`src/hw/rtl/ctc_pkg.sv`:
```
// Shared types and constants for the close tuple counter.
`default_nettype none

package ctc_pkg;

    localparam int VALUE_W    = 32;
    localparam int DELTA_W    = 31;
    localparam int CSIZE_W    = 3;
    localparam int TOTAL_W    = 58;
    localparam int CFG_IDX_W  = 1;
    localparam int CFG_DATA_W = 31;
    localparam int OUT_W      = 64;

    localparam logic [TOTAL_W-1:0] TOTAL_CAP = {TOTAL_W{1'b1}};

    localparam logic [CFG_IDX_W-1:0] CFG_DELTA  = 1'b0;
    localparam logic [CFG_IDX_W-1:0] CFG_CLIQUE = 1'b1;

    localparam logic [DELTA_W-1:0] DELTA_RESET  = 31'd16777;
    localparam logic [CSIZE_W-1:0] CLIQUE_RESET = 3'd3;

    // request to the binomial unit
    typedef struct packed {
        logic               start;
        logic [CSIZE_W-1:0] r;
    } binom_req_t;

endpackage

`default_nettype wire

```
`src/hw/rtl/ctc_binom.sv`:
```
// Iterative saturating binomial coefficient unit, C(m, r) with r up to 7.
`default_nettype none

module ctc_binom
    import ctc_pkg::*;
#(
    parameter int M_W = 11
)
(
    input  wire logic               clk,
    input  wire logic               rst_n,
    input  wire binom_req_t         req,
    input  wire logic [M_W-1:0]     m,
    output logic                    done,
    output logic [TOTAL_W-1:0]      result
);

    localparam int F_W = (M_W > 6) ? M_W : 7;
    localparam int P_W = TOTAL_W + F_W;

    typedef enum logic [2:0] {
        B_IDLE = 3'b001,
        B_MUL  = 3'b010,
        B_DIV  = 3'b100
    } bstate_t;

    bstate_t              state_reg, state_next;
    logic                 done_reg, done_next;
    logic [TOTAL_W-1:0]   result_reg, result_next;
    logic [TOTAL_W-1:0]   acc_reg, acc_next;
    logic [M_W-1:0]       m_reg, m_next;
    logic [CSIZE_W-1:0]   r_reg, r_next;
    logic [CSIZE_W-1:0]   i_reg, i_next;
    logic [63:0]          div_reg, div_next;
    logic [2:0]           rem_reg, rem_next;
    logic [2:0]           cnt_reg, cnt_next;

    logic [F_W-1:0]       factor;
    logic [P_W-1:0]       prod;
    logic [CSIZE_W-1:0]   divisor;
    logic [3:0]           rem_w;
    logic [7:0]           qbits;
    logic [63:0]          quot;
    logic                 ge;

    assign factor  = F_W'(m_reg) - F_W'(i_reg);
    assign prod    = P_W'(acc_reg) * P_W'(factor);
    assign divisor = i_reg + 3'd1;

    // eight bits of long division by a small divisor per cycle
    always_comb
    begin
        rem_w = {1'b0, rem_reg};
        qbits = '0;
        ge    = 1'b0;
        for (int k = 0; k < 8; k++)
        begin
            rem_w = {rem_w[2:0], div_reg[63-k]};
            ge    = (rem_w >= {1'b0, divisor});
            if (ge)
            begin
                rem_w = rem_w - {1'b0, divisor};
            end
            qbits[7-k] = ge;
        end
    end

    assign quot = {div_reg[55:0], qbits};

    always_comb
    begin
        state_next  = state_reg;
        done_next   = 1'b0;
        result_next = result_reg;
        acc_next    = acc_reg;
        m_next      = m_reg;
        r_next      = r_reg;
        i_next      = i_reg;
        div_next    = div_reg;
        rem_next    = rem_reg;
        cnt_next    = cnt_reg;
        unique case (state_reg)
            B_IDLE:
            begin
                if (req.start)
                begin
                    m_next   = m;
                    r_next   = req.r;
                    i_next   = '0;
                    acc_next = TOTAL_W'(1);
                    if (F_W'(req.r) > F_W'(m))
                    begin
                        result_next = '0;
                        done_next   = 1'b1;
                    end
                    else if (req.r == '0)
                    begin
                        result_next = TOTAL_W'(1);
                        done_next   = 1'b1;
                    end
                    else
                    begin
                        state_next = B_MUL;
                    end
                end
            end
            B_MUL:
            begin
                if (prod[P_W-1:64] != '0)
                begin
                    result_next = TOTAL_CAP;
                    done_next   = 1'b1;
                    state_next  = B_IDLE;
                end
                else
                begin
                    div_next   = prod[63:0];
                    rem_next   = '0;
                    cnt_next   = '0;
                    state_next = B_DIV;
                end
            end
            B_DIV:
            begin
                div_next = quot;
                rem_next = rem_w[2:0];
                cnt_next = cnt_reg + 3'd1;
                if (cnt_reg == 3'd7)
                begin
                    if (quot[63:TOTAL_W] != '0)
                    begin
                        result_next = TOTAL_CAP;
                        done_next   = 1'b1;
                        state_next  = B_IDLE;
                    end
                    else if (divisor == r_reg)
                    begin
                        result_next = quot[TOTAL_W-1:0];
                        done_next   = 1'b1;
                        state_next  = B_IDLE;
                    end
                    else
                    begin
                        acc_next   = quot[TOTAL_W-1:0];
                        i_next     = divisor;
                        state_next = B_MUL;
                    end
                end
            end
            default:
            begin
                state_next = B_IDLE;
            end
        endcase
    end

    always_ff @(posedge clk or negedge rst_n)
    begin
        if (!rst_n)
        begin
            state_reg <= B_IDLE;
            done_reg  <= 1'b0;
        end
        else
        begin
            state_reg <= state_next;
            done_reg  <= done_next;
        end
    end

    always_ff @(posedge clk)
    begin
        result_reg <= result_next;
        acc_reg    <= acc_next;
        m_reg      <= m_next;
        r_reg      <= r_next;
        i_reg      <= i_next;
        div_reg    <= div_next;
        rem_reg    <= rem_next;
        cnt_reg    <= cnt_next;
    end

    assign done   = done_reg;
    assign result = result_reg;

endmodule

`default_nettype wire

```
`config.mk`:
```
export PLATFORM = sky130hd
export DESIGN_NAME = ctc_binom
export DESIGN_NICKNAME = d
export VERILOG_FILES = /design/src/hw/rtl/ctc_pkg.sv /design/src/hw/rtl/ctc_binom.sv
export SDC_FILE = /design/constraint.sdc
export NUM_CORES = 2
export LEC_CHECK = 0
export BUFFER_PORTS_ARGS = -buffer_cell sky130_fd_sc_hd__clkbuf_2
export CAP_MARGIN = 20
export CORE_ASPECT_RATIO = 0.6
export CORE_MARGIN = 2
export CORE_UTILIZATION = 65
export CTS_CLUSTER_DIAMETER = 50
export CTS_CLUSTER_SIZE = 14
export DETAILED_ROUTE_END_ITERATION = 8
export GPL_TIMING_DRIVEN = 0
export PLACE_DENSITY_LB_ADDON = 0.2
export SYNTH_ARGS = -nofsm -noshare
export SYNTH_HDL_FRONTEND = slang
export SYNTH_SLANG_ARGS = --single-unit
export TNS_END_PERCENT = 50
```
`constraint.sdc`:
```
create_clock -name clk -period 42.5 [get_ports clk]
set_clock_uncertainty 0.2 [all_clocks]
set_input_delay 2.125 -clock clk [delete_from_list [all_inputs] [get_ports clk]]
set_output_delay 2.125 -clock clk [all_outputs]
set_load 0.02 [all_outputs]
```
# After elaboration in Yosys (flattened, before gate mapping)

Index checks and enable logic that the tools add are counted.

$mul: 1
Add/sub/neg operators: 11
Order comparisons: 9
Equality and inequality tests: 15
Reductions and logical operators: 11
Mux-type cells: 47

Operator list:

| operator                                    | count |
|---|---|
| two-way mux 58 bit                          | 11 |
| one-hot mux 58 bit (3 select lines)         | 1 |
| one-hot mux 64 bit (2 select lines)         | 1 |
| one-hot mux 58 bit (2 select lines)         | 1 |
| multiplier 58 x 11 -> 69 bit                | 1 |
| two-way mux 64 bit                          | 1 |
| two-way mux 3 bit                           | 18 |
| greater-or-equal comparator 4 x 3 -> 1 bit  | 8 |
| subtractor 3 bit                            | 8 |
| one-hot mux 3 bit (2 select lines)          | 3 |
| != test 2 bit, second input constant        | 8 |
| greater-than comparator 3 x 11 -> 1 bit     | 1 |
| subtractor 11 x 3 -> 11 bit                 | 1 |
| one-hot mux 3 bit (3 select lines)          | 1 |
| two-way mux 1 bit                           | 7 |
| adder 3 x 1 -> 3 bit, second input constant | 2 |
| equality test 3 bit, second input constant  | 2 |
| != test 3 bit, second input constant        | 2 |
| AND reduction 6 bit                         | 1 |
| nonzero test 6 bit                          | 1 |
| AND reduction 5 bit                         | 1 |
| nonzero test 5 bit                          | 1 |
| two-way mux 2 bit                           | 2 |
| AND reduction 2 bit                         | 2 |
| other kinds (8)                             | 9 |

Input bits: 17
Logic and storage cells: 104
Output and inout port bits: 59
Register bits after elaboration: 207

# Logic depth before layout (Yosys ltp)

Depth in word-level cells: 20
Mapped depth: 60
Depth with buffers taken out: 59

# Worst setup path after synthesis

No wires, ideal clock.

Kind: flip-flop to flip-flop
Start: register m_reg[1]
End: register cnt_reg[0] (enable)
Setup time: 0.595 ns
Arrival time: 12.799 ns
Setup slack: 28.906 ns
Cell stages (with the launch flop): 29
Period minus slack after synthesis: 13.594 ns
Buffers on the path: 2
Cells stage by stage: edfxtp_1 ha_1 a21o_1 a21o_1 or3_1 or3b_2 xnor2_1 clkbuf_1 clkbuf_1 nand2_1 fa_1 fa_1 fa_1 fa_1 fa_1 inv_1 ha_1 a21o_1 a21o_1 a211o_1 or2_2 o22a_1 a22oi_1 o21a_1 o41a_1 o21ai_1 xor2_1 or4_1 o21ai_0

Cells in the longest elaborated chain, start to end: 5

RTL lines:

| element                              | RTL line         | source |
|---|---|---|
| start, declared                      | ctc_binom.sv:31  | `logic [M_W-1:0] m_reg, m_next;` |
| start signal, assigned               | ctc_binom.sv:175 | `m_reg <= m_next;` |
| subtractor 11 x 3 -> 11 bit          | ctc_binom.sv:46  | `assign factor = F_W'(m_reg) - F_W'(i_reg);` |
| multiplier 58 x 11 -> 69 bit         | ctc_binom.sv:47  | `assign prod = P_W'(acc_reg) * P_W'(factor);` |
| nonzero test 5 bit                   | ctc_binom.sv:109 | `if (prod[P_W-1:64] != '0)` |
| != test 2 bit (no source line)       | --               |  |
| AND reduction 2 bit (no source line) | --               |  |
| end signal, assigned                 | ctc_binom.sv:180 | `cnt_reg <= cnt_next;` |
| end, declared                        | ctc_binom.sv:36  | `logic [2:0] cnt_reg, cnt_next;` |

No other way between the ends.
A chain may end at the register's enable or synchronous reset.

# Worst setup path in the final report

Start: register i_reg[0]
End: register rem_reg[0] (data pin)

Cells in the longest elaborated chain, start to end: 18
Elaborated cells on any way between the ends: 26
Those cells by class: add/sub: 9; order compare: 8; mux: 9

RTL lines:

| element                                                                        | RTL line                         | source |
|---|---|---|
| start, declared                                                                | ctc_binom.sv:33                  | `logic [CSIZE_W-1:0] i_reg, i_next;` |
| start signal, assigned                                                         | ctc_binom.sv:177                 | `i_reg <= i_next;` |
| adder 3 x 1 -> 3 bit (*)                                                       | ctc_binom.sv:48                  | `assign divisor = i_reg + 3'd1;` |
| net divisor[1]                                                                 | ctc_binom.sv:40                  | `logic [CSIZE_W-1:0] divisor;` |
| greater-or-equal comparator 4 x 3 -> 1 bit or subtractor 3 bit (tied branches) | ctc_binom.sv:59, ctc_binom.sv:62 |  |
| two-way mux 3 bit                                                              | ctc_binom.sv:60                  | `if (ge)` |
| greater-or-equal comparator 4 x 3 -> 1 bit or subtractor 3 bit (tied branches) | ctc_binom.sv:59, ctc_binom.sv:62 |  |
| two-way mux 3 bit                                                              | ctc_binom.sv:60                  |  |
| greater-or-equal comparator 4 x 3 -> 1 bit or subtractor 3 bit (tied branches) | ctc_binom.sv:59, ctc_binom.sv:62 |  |
| two-way mux 3 bit                                                              | ctc_binom.sv:60                  |  |
| (+3 left out)                                                                  | --                               |  |
| two-way mux 3 bit                                                              | ctc_binom.sv:60                  |  |
| greater-or-equal comparator 4 x 3 -> 1 bit or subtractor 3 bit (tied branches) | ctc_binom.sv:59, ctc_binom.sv:62 |  |
| two-way mux 3 bit                                                              | ctc_binom.sv:60                  |  |
| greater-or-equal comparator 4 x 3 -> 1 bit or subtractor 3 bit (tied branches) | ctc_binom.sv:59, ctc_binom.sv:62 |  |
| two-way mux 3 bit                                                              | ctc_binom.sv:60                  |  |
| greater-or-equal comparator 4 x 3 -> 1 bit (*)                                 | ctc_binom.sv:59                  | `ge = (rem_w >= {1'b0, divisor});` |
| two-way mux 3 bit (*)                                                          | ctc_binom.sv:60                  |  |
| one-hot mux 3 bit (2 select lines) (*)                                         | ctc_binom.sv:82                  | `unique case (state_reg)` |
| end signal, assigned                                                           | ctc_binom.sv:179                 | `rem_reg <= rem_next;` |
| end, declared                                                                  | ctc_binom.sv:35                  | `logic [2:0] rem_reg, rem_next;` |

The timed path passes the listed nets; every way through them passes the cells marked *.

==> impl_metrics.env <==
export IMPL_firstDrtPassIters=6
export IMPL_r2r_end="rem_reg[0]$_SDFFCE_PN0P_"
export IMPL_hold_path_class="reg2reg"
export IMPL_hold_depth=1
export IMPL_dp_hpwl_um=71250
export IMPL_start_util_pct=65.57
export IMPL_synth_seq_area_share_pct=21.89
export IMPL_synth_top_area_share_pct=36.06
export IMPL_area_growth_pct=7.154
export IMPL_coreArea_sq_um=43190
export IMPL_post_route_period_util_pct=33.35
export IMPL_clkTransAtPathRegs_ps=70
export IMPL_worst_endpoint_arrival_ps=14270
export IMPL_fin_tns_setup_ps=0
export IMPL_cts_max_path_buffers=3
export IMPL_r2r_slack_ps=28330
export IMPL_ys_types=76
export IMPL_synth_commonest_cells="nand2_1, fa_1, inv_1, edfxtp_1, nor2b_1"
export IMPL_die_w_um=273.4
export IMPL_cap_violations=0
export IMPL_synth_most_common_cell="nand2_1"
export IMPL_antenna_found_initial=3
export IMPL_rsz0062_at_grt="no"
export IMPL_critical_path_top_delay_family="compound AO/OA/AOI/OAI gates"
export IMPL_antenna_left=0
export IMPL_ys_ff_latch=207
export IMPL_io_buffers=75
export IMPL_post_cts_resized=0
export IMPL_startpoint="i_reg[0]$_SDFFCE_PN0P_"
export IMPL_syn_nets=3553
export IMPL_post_cts_buffers=0
export IMPL_ioPinCount=76
export IMPL_max_slew_margin_rel_pct=19.49
export IMPL_dieArea_sq_um=45300
export IMPL_drc=0
export IMPL_yosysTopAreaCell="fa_1"
export IMPL_syn_area_per_cell_sq_um=9.811
export IMPL_r2r_start="i_reg[0]$_SDFFCE_PN0P_"
export IMPL_fin_area_sq_um=30340
export IMPL_async_reset_ff_share_pct=1.932
export IMPL_seqCellArea_sq_um=6197
export IMPL_grt_pass1_vias=21940
export IMPL_largest_reg_flops=64
export IMPL_syn_area_sq_um=28310
export IMPL_htreeDepth=1
export IMPL_num_nets_final=3664
export IMPL_hold_end="cnt_reg[0]$_SDFFCE_PN0P_"
export IMPL_drt_iter0_drc=2666
export IMPL_max_freq_mhz=70.55
export IMPL_ctsRootBufferMaster="clkbuf_16"
export IMPL_wl_per_cell_um=24.03
export IMPL_critPathBufInv=5
export IMPL_synth_warnings=0
export IMPL_setup_viol_count_final=0
export IMPL_overflow=0
export IMPL_clock_latency_ps=570
export IMPL_gp_congestion=0.9900
export IMPL_grt_total_usage_pct=39.33
export IMPL_cts_hold_buf=0
export IMPL_dpl_worst_slack_ps=28810
export IMPL_place_area_sq_um=29610
export IMPL_synth_edf_count=203
export IMPL_timing_final_ws_setup_ps=28330
export IMPL_cts_tree="built"
export IMPL_clock_sinks=207
export IMPL_grt_start_max_net_pins=31
export IMPL_cpMaxStageDelayCell="ha_1"
export IMPL_outcome="completed"
export IMPL_cts_buffers=23
export IMPL_synthTopCellsByArea="fa_1, edfxtp_1, nand2_1"
export IMPL_die_h_um=165.7
export IMPL_worst_path_max_fanout=8
export IMPL_cp_start_kind="flip-flop"
export IMPL_critPathKind="reg2reg"
export IMPL_diodes=0
export IMPL_reg2reg_depth=57
export IMPL_drive_gt1_share_pct=5.218
export IMPL_hold_viol=0
export IMPL_grt_pass1_wl_um=132800
export IMPL_num_rows=59
export IMPL_crit_path_end_kind="flip-flop"
export IMPL_finalMaxSlewViolations=0
export IMPL_synth_flop_cell="edfxtp_1"
export IMPL_max_stage_delay_ps=700
export IMPL_multi_input_area_sq_um=20030
export IMPL_hold_start="cnt_reg[0]$_SDFFCE_PN0P_"
export IMPL_fillers=3380
export IMPL_synthCells=2886
export IMPL_required_ps=42590
export IMPL_vias=21890
export IMPL_period_needed_ps=14170
export IMPL_crit_top_cell="nand2_1"
export IMPL_wl_um=86210
export IMPL_worst_pin_slew_ps=1208
export IMPL_viasPerCell=6.099
-- kinds of logic after synthesis --
kind of cell,Yosys count,synth area share [%]
AND/OR/NAND/NOR,996,16.53
multiplexers,14,0.5258
buffers and inverters,567,7.530
XOR/XNOR,87,2.718
flip-flops,207,21.89
AO/OA/AOI/OAI,365,8.568
adder cells (fa/ha/maj),650,42.24
-- placed cells by master (no fill, tap or decap), drive strengths merged, types with 4 or more instances in the layout --
| cell type | netlist | final |
|---|---|---|
| a21o | 84 | 84 |
| nand3b | 4 | 4 |
| xnor2 | 49 | 49 |
| a211o | 4 | 4 |
| o221ai | 4 | 4 |
| o211ai | 10 | 10 |
| mux2 | 4 | 4 |
| and3 | 16 | 16 |
| or2 | 11 | 11 |
| o21a | 7 | 7 |
| ha | 140 | 140 |
| nor2b | 183 | 183 |
| xor2 | 38 | 38 |
| a21oi | 79 | 79 |
| inv | 384 | 388 |
| clkinv | 0 | 5 |
| edfxtp | 203 | 203 |
| nand2 | 559 | 559 |
| or3 | 5 | 5 |
| nor3 | 11 | 11 |
| a211oi | 4 | 4 |
| o21bai | 16 | 16 |
| clkbuf | 175 | 277 |
| o21ai | 100 | 100 |
| nand2b | 65 | 65 |
| nor2 | 56 | 56 |
| mux2i | 10 | 10 |
| a311oi | 4 | 4 |
| buf | 8 | 18 |
| nor4 | 8 | 8 |
| a31oi | 13 | 13 |
| and2 | 32 | 32 |
| fa | 510 | 510 |
| nand4 | 19 | 19 |
| nand3 | 20 | 20 |
-- area by class of cell --
| cell class | count | area share, % |
|---|---|---|
| buffer | 183 | 2.276 |
| clock buffer | 26 | 1.934 |
| clock inverter | 11 | 0.4248 |
| inverter | 384 | 4.751 |
| multi-input combinational | 2112 | 66.00 |
| sequential | 207 | 20.43 |
| tap | 579 | 2.388 |
| timing repair buffer | 86 | 1.798 |
-- stage by stage --
step | cells | hold slack [ps] | util, %
floorplan | 2886 | 309.0 | -
global placement | 3540 | 342.2 | 68.11
detailed placement | 3549 | 361.4 | 68.56
CTS | 3586 | 370.4 | 70.22
global route | 3588 | 380.3 | 70.26
finish | 3588 | 367.5 | 70.26
-- worst max-delay path by stage --
stage                          endpoint  slack, ps  cells after the start
2_1_floorplan  cnt_reg[0]$_SDFFCE_PN0P_      28910                     28
3_3_place_gp      div_reg[28]$_DFFE_PP_      23750                     29
3_5_place_dp   rem_reg[0]$_SDFFCE_PN0P_      28810                     57
4_1_cts        rem_reg[0]$_SDFFCE_PN0P_      28770                     57
5_1_grt        rem_reg[0]$_SDFFCE_PN0P_      27630                     57
6_report       rem_reg[0]$_SDFFCE_PN0P_      28330                     57
-- metal layers --
layer | global-route usage [%] | up-vias | share of wire, %
met2 | 51.23 | 1447 | 39
met1 | 61.10 | 10950 | 42
li1 | - | 9328 | -
met5 | 0 | - | 0.15
met4 | 8.363 | 2 | 2.7
met3 | 16.51 | 159 | 16
-- worst register-to-register path: cells and delay by family (launching register included) --
kind	cells	cell delay, ps
buffers and inverters	5	650
adder cells (fa/ha/maj)	9	2890
multiplexers	3	1150
AND/OR/NAND/NOR	17	2660
XOR/XNOR	1	110
AO/OA/AOI/OAI	22	5690
flip-flops	1	550
Power is left out: the tool's default activity adds up to more than one toggle a clock period on the data nets, which glitch-free logic cannot reach.
